File: config.mk
export PLATFORM = sky130hd
export DESIGN_NAME = bdsn_ram
export DESIGN_NICKNAME = d
export VERILOG_FILES = /design/src/rtl/bdsn_ram.sv
export SDC_FILE = /design/constraint.sdc
export NUM_CORES = 1
export LEC_CHECK = 0
export ABC_AREA = 0
export ABC_CLOCK_PERIOD_IN_PS = 2090
export BUFFER_PORTS_ARGS = -buffer_cell sky130_fd_sc_hd__buf_2
export CORE_AREA = 3 3 98 100
export DETAILED_ROUTE_END_ITERATION = 7
export DIE_AREA = 0 0 101 103
export PLACE_DENSITY = 0.82
export SYNTH_ARGS = -nofsm -noshare
export SYNTH_HDL_FRONTEND = slang
export SYNTH_SLANG_ARGS = --single-unit
File: constraint.sdc
create_clock -name clk -period 2.09 [get_ports clk]
set_input_delay 0.209 -clock clk [delete_from_list [all_inputs] [get_ports clk]]
set_output_delay 0.209 -clock clk [all_outputs]
set_load 0.01 [all_outputs]
File: src/rtl/bdsn_ram.sv
module bdsn_ram #(
	parameter int WIDTH = 8,
	parameter int DEPTH = 16
) (
	input  logic                                       clk,
	input  logic                                       we,
	input  logic [((DEPTH > 1) ? $clog2(DEPTH) : 1)-1:0] waddr,
	input  logic [WIDTH-1:0]                           wdata,
	input  logic                                       re,
	input  logic [((DEPTH > 1) ? $clog2(DEPTH) : 1)-1:0] raddr,
	output logic [WIDTH-1:0]                           rdata
);

	logic [WIDTH-1:0] mem [DEPTH];

	// One write port and one read port with registered read data.
	always_ff @(posedge clk) begin
		if (we) begin
			mem[waddr] <= wdata;
		end
		if (re) begin
			rdata <= mem[raddr];
		end
	end

endmodule

==> results.toml <==
[clocking]
cts_resized = 0
insertion_delay_ns = 0.50
htreeDepth = 4
cts.clk_slew.worst_paths_ns = 0.06
cts_hold_buf = 0
post_cts_buffers = 0
clockBufferDepth = 2
cts_made_buffers = 17
cts_tree = "built"
cts_sinks = 136
cts_root_buf = "clkbuf_8"

[final_layout]
synthToLayoutAreaGrowth_pct = 19.9
diodes = 0
nets = 302
fillers = 483
drive_gt1_share_pct = 31.5
finalInstanceArea_sq_um = 6270

[pwr]
p_leak_nw = 2.15
vdd_ir_drop_max_mv = 0.549
power_density_nw_per_um2 = 1090

[die]
die_h_um = 103
placementRows = 34
die_x_um = 101
initial_core_util_pct = 59.7
coreArea_sq_um = 8760
io_pins = 27
dieArea_sq_um = 10400

[min_path]
min_path_type = "in -> reg"

[synth]
synth_seq_cells = 136
netlist_area_sq_um = 5230
synth_warnings = 0
synth_cell_types = 18
yosysSeqAreaShare_pct = 78.1
synth_nets = 248
synthCells = 229
postSynthAreaPerCell_sq_um = 22.8

[drt]
wirelength_mm = 10.2
wl_per_cell_um = 25.2
via_count = 2545
drtAntennaViolNets = 0
drc = 0
vias_per_cell = 6.32
drtPass1Iterations = 4
drt_iter0_drc = 239

[timing]
drv_slew = 0
rsz0062_at_grt = "no"
skew_ns = 0.00681
finalCriticalPeriod_ns = 1.61
tightest_slew_ns = 0.721
fmax_ghz = 0.623
finalSetupViolations = 0
slew_headroom_pct = 51.8
final-hold-violation-count = 0
timing.setup.tns_ns = 0
period_share_pct = 76.8

[worst_setup_path]
worstPathMaxFanout = 1
arrival_ns = 1.84
worstSetupStartpointType = "register"
r2r_slack_ns = 0.48
crit_required_ns = 2.32
end_kind = "register"
path_class = "reg -> reg"

[global_route]
grt_pass1_wl_mm = 15.8
grt_pass1_vias = 2697
gr-total-overflow = 0
track_usage_pct = 21.8
antenna_found_initial = 0
grt_max_degree = 33

[run]
cap_violations = 0

[outcome]
status = "finished, final reports clean"

[placed_design]
routabilityCongestion = 0.766
port_buffers = 26
placed_cell_area_sq_um = 5570
hpwl_mm = 5.84
## layer usage
layer | track usage (%) | part of all wire (%)
met2 | 34.2 | 51
met3 | 6.63 | 9.1
met4 | 8.69 | 2.5
met1 | 29.1 | 38
met5 | 0 | 0
## layout by cell type, fill, tap and decap left out, types with 2 or more instances in the layout
cell type  count
clkinv_4       2
edfxtp_1     136
nand2b_1       2
clkbuf_16     16
mux4_1        14
nor2_1        13
clkinv_1       2
nor3_1         4
mux4_2        18
buf_12         2
buf_4         17
a22oi_1       16
nand3b_1       2
bufinv_16      8
buf_2         26
nand2_1        9
## metrics by stage
step	hold WS (ns)	power, W	setup slack (ns)	util (%)	std cells
2_1_floorplan	0.308	0.00330	0.388	-	229
3_3_place_gp	0.590	0.00341	0.326	63.6	372
3_5_place_dp	0.595	0.00343	0.260	63.6	372
4_1_cts	0.0720	0.00688	0.505	71.5	403
5_1_grt	0.0629	0.00703	0.458	71.5	403
6_report	0.0910	0.00685	0.484	71.5	403
## area by class of cell
| class | instances | area [sq um] | share of cell area, % |
|---|---|---|---|
| clock buffers | 17 | 414 | 6.61 |
| clock inverters | 14 | 278 | 4.43 |
| multi-input cells | 83 | 1060 | 16.9 |
| flip-flops and latches | 136 | 4080 | 65.2 |
| well taps | 108 | 135 | 2.16 |
| repair buffers | 45 | 298 | 4.75 |
## power breakdown
group / internal [W] / switching, W / total [W] / leakage (nW)
logic: 0.000120 / 0.000164 / 0.000284 / 0.583
clock network: 0.00241 / 0.00107 / 0.00348 / 0.333
registers: 0.00307 / 0.0000193 / 0.00309 / 1.24
total: 0.00560 / 0.00125 / 0.00685 / 2.15
## synthesized netlist by cell type
| master | number | share of area [%] |
|---|---|---|
| nor3_1 | 4 | 0.38 |
| or3b_2 | 1 | 0.17 |
| a22oi_1 | 16 | 2.3 |
| edfxtp_1 | 136 | 78 |
| clkdlybuf4s25_2 | 3 | 0.57 |
| nand2b_1 | 2 | 0.24 |
| buf_6 | 3 | 0.65 |
| nand3b_1 | 2 | 0.29 |
| nand3_1 | 1 | 0.096 |
| nand2_1 | 9 | 0.65 |
| nor2b_1 | 1 | 0.12 |
| buf_2 | 3 | 0.29 |
| nor2_1 | 13 | 0.93 |
| mux4_1 | 14 | 7.0 |
| and2b_1 | 1 | 0.14 |
| mux4_2 | 18 | 7.8 |
| buf_4 | 1 | 0.14 |
| and2_1 | 1 | 0.12 |
## final timing paths
path | from | end | cells after the start
worst max-delay path | mem[0][5]$_DFFE_PP_ | rdata[5]$_DFFE_PP_ | 3
worst min-delay path | wdata[3] | mem[2][3]$_DFFE_PP_ | 1
worst min register to register | mem[14][2]$_DFFE_PP_ | rdata[2]$_DFFE_PP_ | 3
worst max register to register | mem[0][5]$_DFFE_PP_ | rdata[5]$_DFFE_PP_ | 3
## flip-flops by register name, summed over array words and instances, names as in the netlist
signal	cells
mem	128
rdata	8
## critical path, cell delays in order, from the launching register on
cell and delay (ns):
edfxtp_1 0.39, mux4_1 0.53, a22oi_1 0.31, nand2_1 0.11
## logic make-up (layout without fill, tap and decap cells)
| group | after synthesis | in the layout | share of synthesized area (%) |
|---|---|---|---|
| compound gates | 16 | 16 | 2.30 |
| buf+inv | 10 | 76 | 1.65 |
| simple gates | 35 | 35 | 3.14 |
| mux | 32 | 32 | 14.8 |
| flops | 136 | 136 | 78.1 |
Power figures use the tool's default switching activity.
