[config.mk]
export PLATFORM = sky130hd
export DESIGN_NAME = bdsn_ctrl
export DESIGN_NICKNAME = d
export VERILOG_FILES = /design/src/rtl/bdsn_pkg.sv /design/src/rtl/bdsn_ctrl.sv
export SDC_FILE = /design/constraint.sdc
export NUM_CORES = 1
export LEC_CHECK = 0
export ABC_AREA = 1
export BUFFER_PORTS_ARGS = -buffer_cell sky130_fd_sc_hd__buf_2
export CAP_MARGIN = 20
export CORE_AREA = 2 2 178 180
export CTS_CLUSTER_DIAMETER = 150
export DETAILED_ROUTE_END_ITERATION = 6
export DIE_AREA = 0 0 180 182
export GPL_TIMING_DRIVEN = 0
export HOLD_SLACK_MARGIN = 0.08
export PLACE_DENSITY_LB_ADDON = 0.12
export SETUP_SLACK_MARGIN = 0.3
export SLEW_MARGIN = 40
export SYNTH_ARGS = -nofsm -noshare
export SYNTH_HDL_FRONTEND = slang
export SYNTH_SLANG_ARGS = --single-unit
export TNS_END_PERCENT = 30
[constraint.sdc]
create_clock -name clk -period 11.2 [get_ports clk]
set_clock_uncertainty 0.15 [all_clocks]
set_input_delay 1.68 -clock clk [delete_from_list [all_inputs] [get_ports clk]]
set_output_delay 1.68 -clock clk [all_outputs]
set_load 0.01 [all_outputs]
[src/rtl/bdsn_pkg.sv]
package bdsn_pkg;

	// Geometry of the hash set.
	localparam int ROW_BITS   = 6;
	localparam int SLOTS      = 32;
	localparam int TABLE_W    = 2;
	localparam int TABLES     = 3;
	localparam int TABLE_ROWS = 1 << ROW_BITS;
	localparam int ALL_ROWS   = TABLES * TABLE_ROWS;
	localparam int ALL_SLOTS  = ALL_ROWS * SLOTS;

	// Widths.
	localparam int HASH_W      = 64;
	localparam int SEL_W       = 8;
	localparam int STATUS_W    = 2;
	localparam int LIMIT_W     = 6;
	localparam int ROW_W       = ROW_BITS + TABLE_W;
	localparam int FILL_W      = $clog2(SLOTS + 1);
	localparam int ADDR_W      = (ALL_SLOTS > 1) ? $clog2(ALL_SLOTS) : 1;
	localparam int CMP_W       = ((FILL_W > LIMIT_W) ? FILL_W : LIMIT_W) + 1;
	localparam int IN_TDATA_W  = 2 * HASH_W;
	localparam int OUT_TDATA_W = 8;

	localparam logic [LIMIT_W-1:0] LIMIT_RESET = LIMIT_W'(20);

	// Table select codes.
	localparam logic [SEL_W-1:0] TBL_TITLE  = SEL_W'(1);
	localparam logic [SEL_W-1:0] TBL_AUTHOR = SEL_W'(2);
	localparam logic [SEL_W-1:0] TBL_FIRST  = SEL_W'(3);

	typedef enum logic [STATUS_W-1:0] {
		ST_INSERTED,
		ST_DUPLICATE,
		ST_ROW_FULL,
		ST_BAD_TABLE
	} status_t;

	typedef enum logic [1:0] {
		S_IDLE,
		S_FILL,
		S_SCAN,
		S_FINISH
	} state_t;

	// Request to the row fill table.
	typedef struct packed {
		logic              rd_en;
		logic [ROW_W-1:0]  rd_row;
		logic              wr_en;
		logic [ROW_W-1:0]  wr_row;
		logic [FILL_W-1:0] wr_fill;
	} fill_req_t;

	// Request to the slot memory; data holds {mh, h}.
	typedef struct packed {
		logic                  rd_en;
		logic [ADDR_W-1:0]     rd_addr;
		logic                  wr_en;
		logic [ADDR_W-1:0]     wr_addr;
		logic [2*HASH_W-1:0]   wr_data;
	} slot_req_t;

endpackage

[src/rtl/bdsn_ctrl.sv]
module bdsn_ctrl (
	input  logic                          clk,
	input  logic                          arst_n,
	input  logic                          in_valid,
	output logic                          in_ready,
	input  logic [bdsn_pkg::SEL_W-1:0]    in_sel,
	input  logic [bdsn_pkg::HASH_W-1:0]   in_h,
	input  logic [bdsn_pkg::HASH_W-1:0]   in_mh,
	input  logic [bdsn_pkg::LIMIT_W-1:0]  limit,
	output bdsn_pkg::fill_req_t           fill_req,
	input  logic [bdsn_pkg::FILL_W-1:0]   fill_rdata,
	output bdsn_pkg::slot_req_t           slot_req,
	input  logic [2*bdsn_pkg::HASH_W-1:0] slot_rdata,
	input  logic                          res_ready,
	output logic                          res_valid,
	output bdsn_pkg::status_t             res_status
);

	import bdsn_pkg::*;

	state_t             state_q, state_d;
	logic [HASH_W-1:0]  h_q, mh_q;
	logic [ROW_W-1:0]   row_q;
	logic [ADDR_W-1:0]  base_q;
	logic [FILL_W-1:0]  fill_q, idx_q, same_q;
	logic               rd_valid_s1;
	status_t            status_q;

	logic               accept, sel_ok, issue, hit_h, dup, scan_done;
	logic [TABLE_W-1:0] tbl;
	logic [ROW_W-1:0]   row_in;
	logic [FILL_W-1:0]  fill_eff;
	logic [CMP_W-1:0]   same_next;

	assign accept = in_valid && in_ready;
	assign sel_ok = (in_sel == TBL_TITLE) || (in_sel == TBL_AUTHOR) || (in_sel == TBL_FIRST);
	assign tbl    = TABLE_W'(in_sel[TABLE_W-1:0] - TABLE_W'(1));
	assign row_in = {tbl, in_h[HASH_W-1 -: ROW_BITS]};

	// A stored count is never above the row size.
	assign fill_eff = (fill_rdata > FILL_W'(SLOTS)) ? FILL_W'(SLOTS) : fill_rdata;

	// Scan: one slot read issued per cycle, compared when its data returns.
	assign issue     = (state_q == S_SCAN) && (idx_q < fill_q);
	assign hit_h     = rd_valid_s1 && (slot_rdata[HASH_W-1:0] == h_q);
	assign same_next = CMP_W'(same_q) + CMP_W'(1);
	assign dup       = hit_h && ((same_next >= CMP_W'(limit))
		|| (slot_rdata[2*HASH_W-1:HASH_W] == mh_q));
	assign scan_done = !issue && !rd_valid_s1;

	// Next state and memory requests.
	always_comb begin
		state_d          = state_q;
		in_ready         = 1'b0;
		res_valid        = 1'b0;
		res_status       = status_q;
		fill_req         = '0;
		fill_req.rd_row  = row_in;
		fill_req.wr_row  = row_q;
		fill_req.wr_fill = FILL_W'(fill_q + FILL_W'(1));
		slot_req         = '0;
		slot_req.rd_en   = issue;
		slot_req.rd_addr = ADDR_W'(base_q + ADDR_W'(idx_q));
		slot_req.wr_addr = ADDR_W'(base_q + ADDR_W'(fill_q));
		slot_req.wr_data = {mh_q, h_q};
		unique case (state_q)
			S_IDLE: begin
				in_ready = 1'b1;
				if (in_valid) begin
					fill_req.rd_en = sel_ok;
					state_d        = sel_ok ? S_FILL : S_FINISH;
				end
			end
			S_FILL: begin
				state_d = S_SCAN;
			end
			S_SCAN: begin
				if (dup || scan_done) begin
					state_d = S_FINISH;
				end
			end
			S_FINISH: begin
				if (res_ready) begin
					res_valid = 1'b1;
					if (status_q == ST_INSERTED) begin
						slot_req.wr_en = 1'b1;
						fill_req.wr_en = 1'b1;
					end
					state_d = S_IDLE;
				end
			end
			default: begin
				state_d = S_IDLE;
			end
		endcase
	end

	// Control state.
	always_ff @(posedge clk or negedge arst_n) begin
		if (!arst_n) begin
			state_q     <= S_IDLE;
			rd_valid_s1 <= 1'b0;
		end else begin
			state_q     <= state_d;
			rd_valid_s1 <= issue && !dup;
		end
	end

	// Item payload, row pointers and scan counters.
	always_ff @(posedge clk) begin
		if (accept) begin
			h_q      <= in_h;
			mh_q     <= in_mh;
			row_q    <= row_in;
			status_q <= ST_BAD_TABLE;
		end
		if (state_q == S_FILL) begin
			fill_q <= fill_eff;
			base_q <= ADDR_W'(ADDR_W'(row_q) * ADDR_W'(SLOTS));
			idx_q  <= '0;
			same_q <= '0;
		end
		if (issue) begin
			idx_q <= FILL_W'(idx_q + FILL_W'(1));
		end
		if (hit_h) begin
			same_q <= FILL_W'(same_next);
		end
		if (state_q == S_SCAN) begin
			if (dup) begin
				status_q <= ST_DUPLICATE;
			end else if (scan_done) begin
				status_q <= (fill_q == FILL_W'(SLOTS)) ? ST_ROW_FULL : ST_INSERTED;
			end
		end
	end

`ifndef ASSERT_OFF
	a_idx_in_row: assert property (@(posedge clk) disable iff (!arst_n)
		(state_q == S_SCAN) |-> (idx_q <= fill_q) && (fill_q <= FILL_W'(SLOTS)))
		else $error("scan index ran past the row fill");

	a_same_bounded: assert property (@(posedge clk) disable iff (!arst_n)
		(state_q == S_SCAN) |-> (same_q <= idx_q))
		else $error("same-h count exceeds slots read");

	a_no_rd_wr_clash: assert property (@(posedge clk) disable iff (!arst_n)
		!(slot_req.rd_en && slot_req.wr_en))
		else $error("slot memory read and write in one cycle");

	a_busy_after_accept: assert property (@(posedge clk) disable iff (!arst_n)
		accept |=> (state_q != S_IDLE))
		else $error("block idle right after taking a request");
`endif

endmodule

==> metrics, run 1 <==
Worst R2R Setup Slack=8.53 ns; CP max stage delay=0.53 ns; CTS tree=built; initial antenna violation count=10; share of Yosys cell area claimed by the top area cell type=52.2%; post-synthesis sequential area ratio=53.5%; cts repair resizes=0; WL/cell=15.4 um; peak supply drop=0.0000963 V; num rows=65; syn avg cell area=8.55 um^2; nets=1838; Horiz. Die Dim=180 um; Synth top cells by count=nand2_1, inv_1, edfxtp_1, nor2_1, xor2_1; min-delay worst type=register to register; largest net degree at the start of global routing=77; kind of critical path=input port to primary output; Port Buf Inserts=463; WL final=30100 um; r2r endpoint=state_q[1]$_DFFE_PN0P_; status=finished clean; antenna viol nets, final=0; area of the multi-input gates=3160 um^2; 1st-pass router iterations=5; synth warn=0; complex-gate fraction of the synthesized area=1.67%; #FFs+latches synth=161; Clock Path Buffers=2; vias per inst=4.10; simple logic cell fraction of the synthesized area=24.7%; period utilization=41.7%; core area=31000 um^2; Setup TNS=0 ns; Primary FF master, synth=edfxtp_1; Final Power=2.22 mW; Post-Synth Adder-Cell Area=3.63%; Net Sw Power=0.796 mW; Starting Density=28.9%; hold slack=0.303 ns; Sw Share=35.9%; CTS H-tree lvls=4; Yosys cell types=37; worst hold endpoint=base_q[11]$_DFFE_PP_; worst skew pair latency=0.44 ns; Post-Syn Instances=1049; worst path cell trace=buf_2, inv_1, ha_1, o311ai_0, nor2_1, buf_2; Worst Setup SP=in_sel[0]; Worst Setup End Kind=primary output; cell with the most instances after synthesis=nand2_1; R2R cell count=15; Worst Path Required=9.37 ns; EDFF count, synth=156; Pwr Density=179 nW/um^2; WHS Path Cells=0; GRT overflow=0; main combinational cell family by area after synthesis=simple AND/OR/NAND/NOR gates; Finish-stage setup viols=0; initial DRC count=407; fillers=3217; clk sinks=161; CTS clk-pin slew, worst paths=0.06 ns; buffers and inverters on the worst path=3; endpoints failing hold=0; Leak Pwr=6.54 nW; GP Congestion=0.849; I/O pin count=464; vias in the first global route=7769; Tmin final=4.67 ns; Synth area leader=edfxtp_1; CP Launch Type=input port; Worst Tran Pin Value=0.671 ns; Final Max Slew Viols=0; dpl hpwl=25600 um; area of the die=32800 um^2; top post-synthesis cells by area=edfxtp_1, nand2_1, inv_1, nor2_1, xor2_1; synthesis-to-finish area growth=38.1%; worst hold start=row_q[6]$_DFFE_PP_; CTS Root Cell=clkbuf_16; via count=8004; layout cells sized above 1=34.8%; most used cell, CP=buf_2; Slew headroom=55.3%; DRC viols=0; synthesized cell area=8970 um^2; Critical R2R Launch=same_q[0]$_SDFFCE_PN0P_; first-pass GRT wire length=44700 um; xor/xnor share of the synthesized area=5.27%; critical path's top delay family=compound AO/OA/AOI/OAI gates; Hold Buf Count CTS=0; ys async rst share=1.86%; crit path max-delay cell type=o311ai_0; Post CTS Setup Buffer Count=0; CP Data Arrival Time=2.84 ns; GRT Util Overall=18.3%; max cap viols=0; RSZ-0062 raised after global routing=false; Internal Pwr Total=1.42 mW; Worst Path Max Fanout=3; post-synthesis mux area share=0%; Comb pwr share=32.9%; CTS Buf Count=17; fmax=214 MHz; Chip Height=182 um; Reg power frac=41.9%; Syn Nets=1355; Clk pwr share=25.1%; Seq. cell area=4800 um^2
==> power groups by stage <==
stage,clock network (mW),registers [mW],logic [mW]
floorplan,0,0.966,0.399
global placement,0,0.965,0.727
detailed placement,0,0.947,0.743
CTS,0.575,0.934,0.746
global route,0.599,0.951,0.823
finish,0.558,0.931,0.731
==> logic make-up after synthesis <==
family,count (synthesis)
AOI/OAI and AO/OA,26
DFF,161
xor gates and xnor gates,54
adders and majority gates,26
and+or+nand+nor,538
buffers and inverters,244
==> sequential cells by signal, indices dropped and copies added, names as in the netlist <==
signal / flops
mh_q: 64
rd_valid_s1: 1
row_q: 3
state_q: 2
same_q: 6
base_q: 8
h_q: 63
res_status: 2
fill_q: 6
idx_q: 6
==> layout make-up <==
cell class	instances	area share (%)
Timing Repair Buffer	464	18.9
Clock inverter	14	0.940
Clock buffer	18	3.47
Antenna cell	7	0.141
Sequential cell	161	38.8
Buffer	26	1.52
Inverter	218	6.67
Multi-Input combinational cell	644	25.5
Tap cell	402	4.06
==> cells in the final DEF (no fill, tap or decap), types with 4 or more instances in the layout <==
master	n
or2_2	11
edfxtp_1	156
nor2_1	152
diode_2	7
a21oi_1	6
nand3_1	26
clkinv_2	4
xnor2_1	12
xor2_1	42
clkbuf_16	17
o21ai_0	11
nand2_1	300
nand4_1	16
ha_1	26
inv_1	216
nor4_1	4
buf_4	24
buf_2	463
nor3_1	16
==> worst max path at each step <==
stage / depth (start not counted) / endpoint / slack, ns
6_report: 6 / fill_req[23] / 6.53
5_1_grt: 6 / fill_req[23] / 6.36
4_1_cts: 6 / fill_req[23] / 6.49
3_5_place_dp: 6 / fill_req[23] / 6.50
3_3_place_gp: 6 / res_status[1]$_DFF_P_ / 4.55
2_1_floorplan: 5 / res_status[1]$_DFF_P_ / 6.23
==> metrics by stage <==
stage	std cells	instance area, um^2	setup WS [ns]	utilization, %
CTS	1947	12400	6.49	39.9
global placement	1914	11800	4.55	38.0
floorplan	1049	8970	6.23	-
detailed placement	1915	11800	6.50	38.2
finish	1954	12400	6.53	40.0
global route	1953	12400	6.36	40.0
==> layer usage <==
| layer | share of wire, % | GRT usage, % |
|---|---|---|
| met3 | 7.0 | 6.14 |
| met5 | 0.11 | 0 |
| met4 | 1.8 | 5.30 |
| met2 | 50 | 32.0 |
| met1 | 41 | 21.3 |
No activity file was read; power rests on OpenSTA's default activity.
==> run 2, diff against run 1 <==
- clock period: 11.2 -> 4.05 ns (I/O delays scaled with it)
==> run 2 against run 1 <==
- die area stayed put
- largest power group unchanged
- clock-buffer cell count is 2 higher
- clock power grew to 2.9 times the previous value
- highest routed layer unchanged
- non-clock buffer count is 6 higher
- worst setup slack worse by 5.4 ns
- utilization is 0.51 points higher
- sequential share of layout area is 0.49 points lower
- via count is 1.6% higher
- routed wire length is 0.23% higher
- first-iteration DRC count is 19% lower
==> metrics, run 2 (synthesis gave the netlist of run 1 again) <==
fmax=349 MHz; endpoints failing hold=0; antenna viol nets, final=0; period utilization=70.8%; Tmin final=2.87 ns; cts repair resizes=0; clk sinks=161; Setup TNS=0 ns; GP Congestion=0.857; GRT Util Overall=18.1%; core area=31000 um^2; vias in the first global route=7898; Leak Pwr=6.60 nW; placed instance count=1920; Pwr Density=502 nW/um^2; WL final=30100 um; hold slack=0.189 ns; CTS Buf Count=17; DRC viols=0; Final Max Slew Viols=0; max reg flops=64; Finish-stage setup viols=0; GR peak layer=met2; Sw Share=34.6%; RSZ-0062 raised after global routing=false; commonest non-fill, non-tap cell in the layout=buf_2; CTS tree=built; GRT overflow=0; Net Sw Power=2.18 mW; CP Data Arrival Time=2.11 ns; routing usage on met3=5.05%; CP max stage delay=0.41 ns; CTS Root Cell=clkbuf_16; dpl hpwl=25900 um; crit path max-delay cell type=dfrtp_1; Port Buf Inserts=463; min-delay worst type=input port to register; commonest non-fill, non-tap cells in the layout=buf_2, nand2_1, inv_1, edfxtp_1, nor2_1; final instance area=12500 um^2; Post CTS Setup Buffer Count=0; num rows=65; peak supply drop=0.000257 V; via count=8129; Horiz. Die Dim=180 um; max cap viols=0; Comb pwr share=33.3%; largest net degree at the start of global routing=27; initial DRC count=328; status=finished clean; Internal Pwr Total=4.12 mW; placement-stage cell area=11900 um^2; kind of critical path=register to primary output; Slew headroom=52.2%; Chip Height=182 um; Final Power=6.29 mW; initial antenna violation count=7; Worst Setup End Kind=primary output; largest registers=mh_q x64, h_q x63, base_q x8; most used cell, CP=inv_1; Starting Density=28.9%; I/O pin count=464; Reg power frac=40.8%; Clock Path Buffers=2; layout cells sized above 1=34.8%; Worst Path Max Fanout=4; Clk pwr share=25.9%; Biggest register=mh_q; Worst Tran Pin Value=0.718 ns; fin cells=1958; GR Layer Usage met1=21.3%; area of the die=32800 um^2; 1st-pass router iterations=4; synthesis-to-finish area growth=39.9%; nets=1844; worst skew pair latency=0.44 ns; GRT met2 Usage=31.4%; WL/cell=15.4 um; CP Launch Type=register; CTS H-tree lvls=4; worst path cell trace=inv_1, ha_1, inv_1, nor4_1, o311ai_0, nor2_1, buf_2; CTS clk-pin slew, worst paths=0.06 ns; Worst Path Required=3.29 ns; first-pass GRT wire length=44200 um; vias per inst=4.15
run 2: through the flow:
stage,worst slack (ns),util (%)
after floorplan,0.508,-
after global placement,-0.785,38.0
after detailed placement,1.11,38.5
after CTS,1.13,40.4
after global routing,0.964,40.5
final,1.18,40.5
run 2: path summary, 6_finish.rpt:
kind,start,slack [ns],cells past startpoint,to
max reg2reg,same_q[0]$_SDFFCE_PN0P_,1.42,15,state_q[1]$_DFFE_PN0P_
max,state_q[1]$_DFFE_PN0P_,1.18,7,fill_req[23]
min reg2reg,row_q[7]$_DFFE_PP_,0.33,0,base_q[12]$_DFFE_PP_
min in group asynchronous,arst_n,0.41,2,rd_valid_s1$_DFF_PN0_
max in group asynchronous,arst_n,3.24,2,state_q[0]$_DFFE_PN0P_
min,in_h[17],0.19,1,h_q[17]$_DFFE_PP_
run 2: worst max-delay path, delay by kind of cell, from the launching register on:
family	cells	cell delay, ns
and+or+nand+nor	2	0.42
adders and majority gates	1	0.21
buffers and inverters	3	0.37
DFF	1	0.41
AOI/OAI and AO/OA	1	0.27
run 2: layout make-up:
| class | count | area, um^2 |
|---|---|---|
| Fill cell | 3253 | 18400 |
| Sequential cell | 161 | 4800 |
| Multi-Input combinational cell | 644 | 3160 |
| Timing Repair Buffer | 470 | 2480 |
| Inverter | 218 | 822 |
| Tap cell | 402 | 503 |
| Clock buffer | 20 | 437 |
| Buffer | 26 | 188 |
| Clock inverter | 11 | 140 |
| Antenna cell | 6 | 15.0 |
run 2: power groups by stage:
stage | Combinational (mW) | Clock, mW | Sequential [mW]
floorplan | 1.11 | 0 | 2.66
global placement | 2.02 | 0 | 2.65
detailed placement | 2.13 | 0 | 2.61
CTS | 2.13 | 1.68 | 2.58
global route | 2.35 | 1.75 | 2.63
finish | 2.10 | 1.63 | 2.57
run 2: layer usage:
metal	vias to the layer above	share of wire, %
li1	4214	-
met1	3618	42
met2	266	50
met3	29	6.4
met4	2	2.0
met5	-	0.017
run 2: what timing repair did:
action | CTS | global route
endpoints found under the hold margin | 3 | 0
setup endpoints to repair | 0 | 0
hold buffers | 1 | 0
==> run 3, diff against run 2 <==
- CORE_AREA: 2 2 178 180 -> 2 2 180 182
- DIE_AREA: 0 0 180 182 -> 0 0 182 184
- clock period: 4.05 -> 2.85 ns (I/O delays scaled with it)
==> run 3 against run 2 <==
- worst setup slack worse by 0.81 ns
- clock-buffer cell count is 3 lower
- die area rose by 2.2%
- combinational power up 58%
- largest power group unchanged
- sequential cell count unchanged
- hold slack got worse by 0.069 ns
- non-clock buffer count increased by 141
- via count rose by 6.7%
==> metrics, run 3 (synthesis gave the netlist of run 1 again) <==
I/O pin count=464; Worst Tran Pin Value=0.694 ns; WL/cell=15.0 um; DRC viols=0; CTS H-tree lvls=4; area of the multi-input gates=3260 um^2; worst hold endpoint=fill_q[5]$_SDFFCE_PN1P_; Util after Layout=44.7%; Worst Path Max Fanout=6; CTS clk-pin slew, worst paths=0.07 ns; nets=1985; layout cells sized above 1=34.2%; Finish-stage setup viols=0; clk sinks=161; Internal Pwr Total=6.10 mW; 1st-pass router iterations=4; peak supply drop=0.000458 V; fmax=404 MHz; dpl hpwl=26100 um; Critical R2R Launch=same_q[2]$_SDFFCE_PN0P_; R2R cell count=15; Net Sw Power=3.29 mW; Final Max Slew Viols=0; max cap viols=0; Worst Setup End Kind=primary output; first-pass GRT wire length=45900 um; Horiz. Die Dim=182 um; antenna viol nets, final=0; vias in the first global route=8536; max reg flops=64; WHS Path Cells=2; Pwr Density=669 nW/um^2; core area=31400 um^2; CP Launch Type=register; largest registers=mh_q x64, h_q x63, base_q x8; worst skew pair latency=0.45 ns; Worst Setup SP=idx_q[2]$_SDFFCE_PN0P_; Slew headroom=53.7%; CTS Buf Count=17; crit path max-delay cell type=edfxtp_1; largest net degree at the start of global routing=27; Clk pwr share=25.9%; Comb pwr share=35.4%; Seq. cell area=4800 um^2; GRT Util Overall=18.4%; CTS Root Cell=clkbuf_16; Chip Height=184 um; endpoints failing hold=0; Reg power frac=38.7%; RSZ-0062 raised after global routing=true; initial DRC count=325; Clock Path Buffers=2; Tmin final=2.48 ns; period utilization=86.9%; kind of critical path=register to primary output; worst path cell trace=ha_1, nand2_1, nor2_1, o21ai_2, nand4_4, inv_2, buf_4, buf_2; num rows=65; worst hold start=fill_rdata[5]; Starting Density=28.6%; via count=8672; fillers=3156; area of the die=33500 um^2; vias per inst=4.13; GRT overflow=0; r2r endpoint=state_q[0]$_DFFE_PN0P_; Worst Path Required=2.27 ns; synthesis-to-finish area growth=56.5%; Leak Pwr=7.20 nW; Worst R2R Setup Slack=0.47 ns; Sw Share=35.0%; initial antenna violation count=7; WL final=31500 um; commonest non-fill, non-tap cells in the layout=buf_2, nand2_1, inv_1, edfxtp_1, nor2_1; Port Buf Inserts=463; CP Data Arrival Time=1.90 ns; CTS tree=built; GP Congestion=0.838; CP max stage delay=0.50 ns; Biggest register=mh_q; min-delay worst type=input port to register; status=finished clean; hold slack=0.121 ns; commonest non-fill, non-tap cell in the layout=buf_2
==> run 3: cell types whose count changed in the layout (fill, tap and decap cells not counted), sizes merged <==
cell and delta:
diode -1, clkinv -2, clkbuf -3, buf +13, inv +5, dlygate4sd3 +128, clkinvlp +1
==> run 3: worst max-delay path by stage <==
stage	cells after the start	slack, ns	endpoint
after floorplan	7	-0.54	res_status[1]$_DFF_P_
after global placement	7	-1.79	res_status[1]$_DFF_P_
after detailed placement	15	0.15	state_q[0]$_DFFE_PN0P_
after CTS	7	0.26	slot_req[153]
after global routing	8	0.27	slot_req[155]
final	8	0.37	slot_req[155]
==> run 3: timing repair <==
item	CTS	global route
buffers inserted	9	4
setup endpoints to repair	7	14
pin swaps	1	3
endpoints found under the hold margin	131	0
hold buffers	129	0
resized for setup	2	19
==> run 3: metal layers <==
metal  track usage [%]  vias to the layer above  wire length (um)  part of all wire, %
met4              7.19                        4               759                  2.4
met1              20.5                     3840             12700                   40
met3              5.73                       45              2180                  6.9
li1                  -                     4505                 -                    -
met2              32.8                      278             15900                   50
met5                 0                        -                22                0.070
==> run 3: worst max-delay path, delay by kind of cell, from the launching register on <==
| family | cells | cell delay, ns |
|---|---|---|
| buf+inv | 3 | 0.31 |
| simple gates | 3 | 0.25 |
| compound gates | 1 | 0.08 |
| flops | 1 | 0.50 |
| fa+ha+maj | 1 | 0.32 |
==> run 3: final cells by class <==
| type | instances | area share, % |
|---|---|---|
| Antenna cell | 5 | 0.0891 |
| Tap cell | 402 | 3.58 |
| Sequential cell | 161 | 34.2 |
| Clock buffer | 17 | 3.03 |
| Buffer | 26 | 1.34 |
| Timing Repair Buffer | 611 | 27.4 |
| Multi-Input combinational cell | 644 | 23.2 |
| Clock inverter | 15 | 1.29 |
| Inverter | 218 | 5.86 |
==> run 3: stage by stage <==
stage / TNS (ns) / cells / setup WS, ns / total power [mW] / area (um^2)
floorplan: -41.04 / 1049 / -0.539 / 5.37 / 8980
CTS: 0 / 2090 / 0.259 / 9.43 / 13900
finish: 0 / 2099 / 0.374 / 9.39 / 14000
global route: 0 / 2099 / 0.274 / 9.97 / 14000
detailed placement: 0 / 1920 / 0.147 / 6.73 / 11900
global placement: -210.59 / 1914 / -1.79 / 6.65 / 11800
==> run 3: power groups by stage <==
stage          combinational, mW  sequential [mW]  clock (mW)
2_1_floorplan               1.59             3.78           0
3_3_place_gp                2.89             3.76           0
3_5_place_dp                3.02             3.71           0
4_1_cts                     3.29             3.64        2.50
5_1_grt                     3.69             3.71        2.57
6_report                    3.32             3.64        2.43
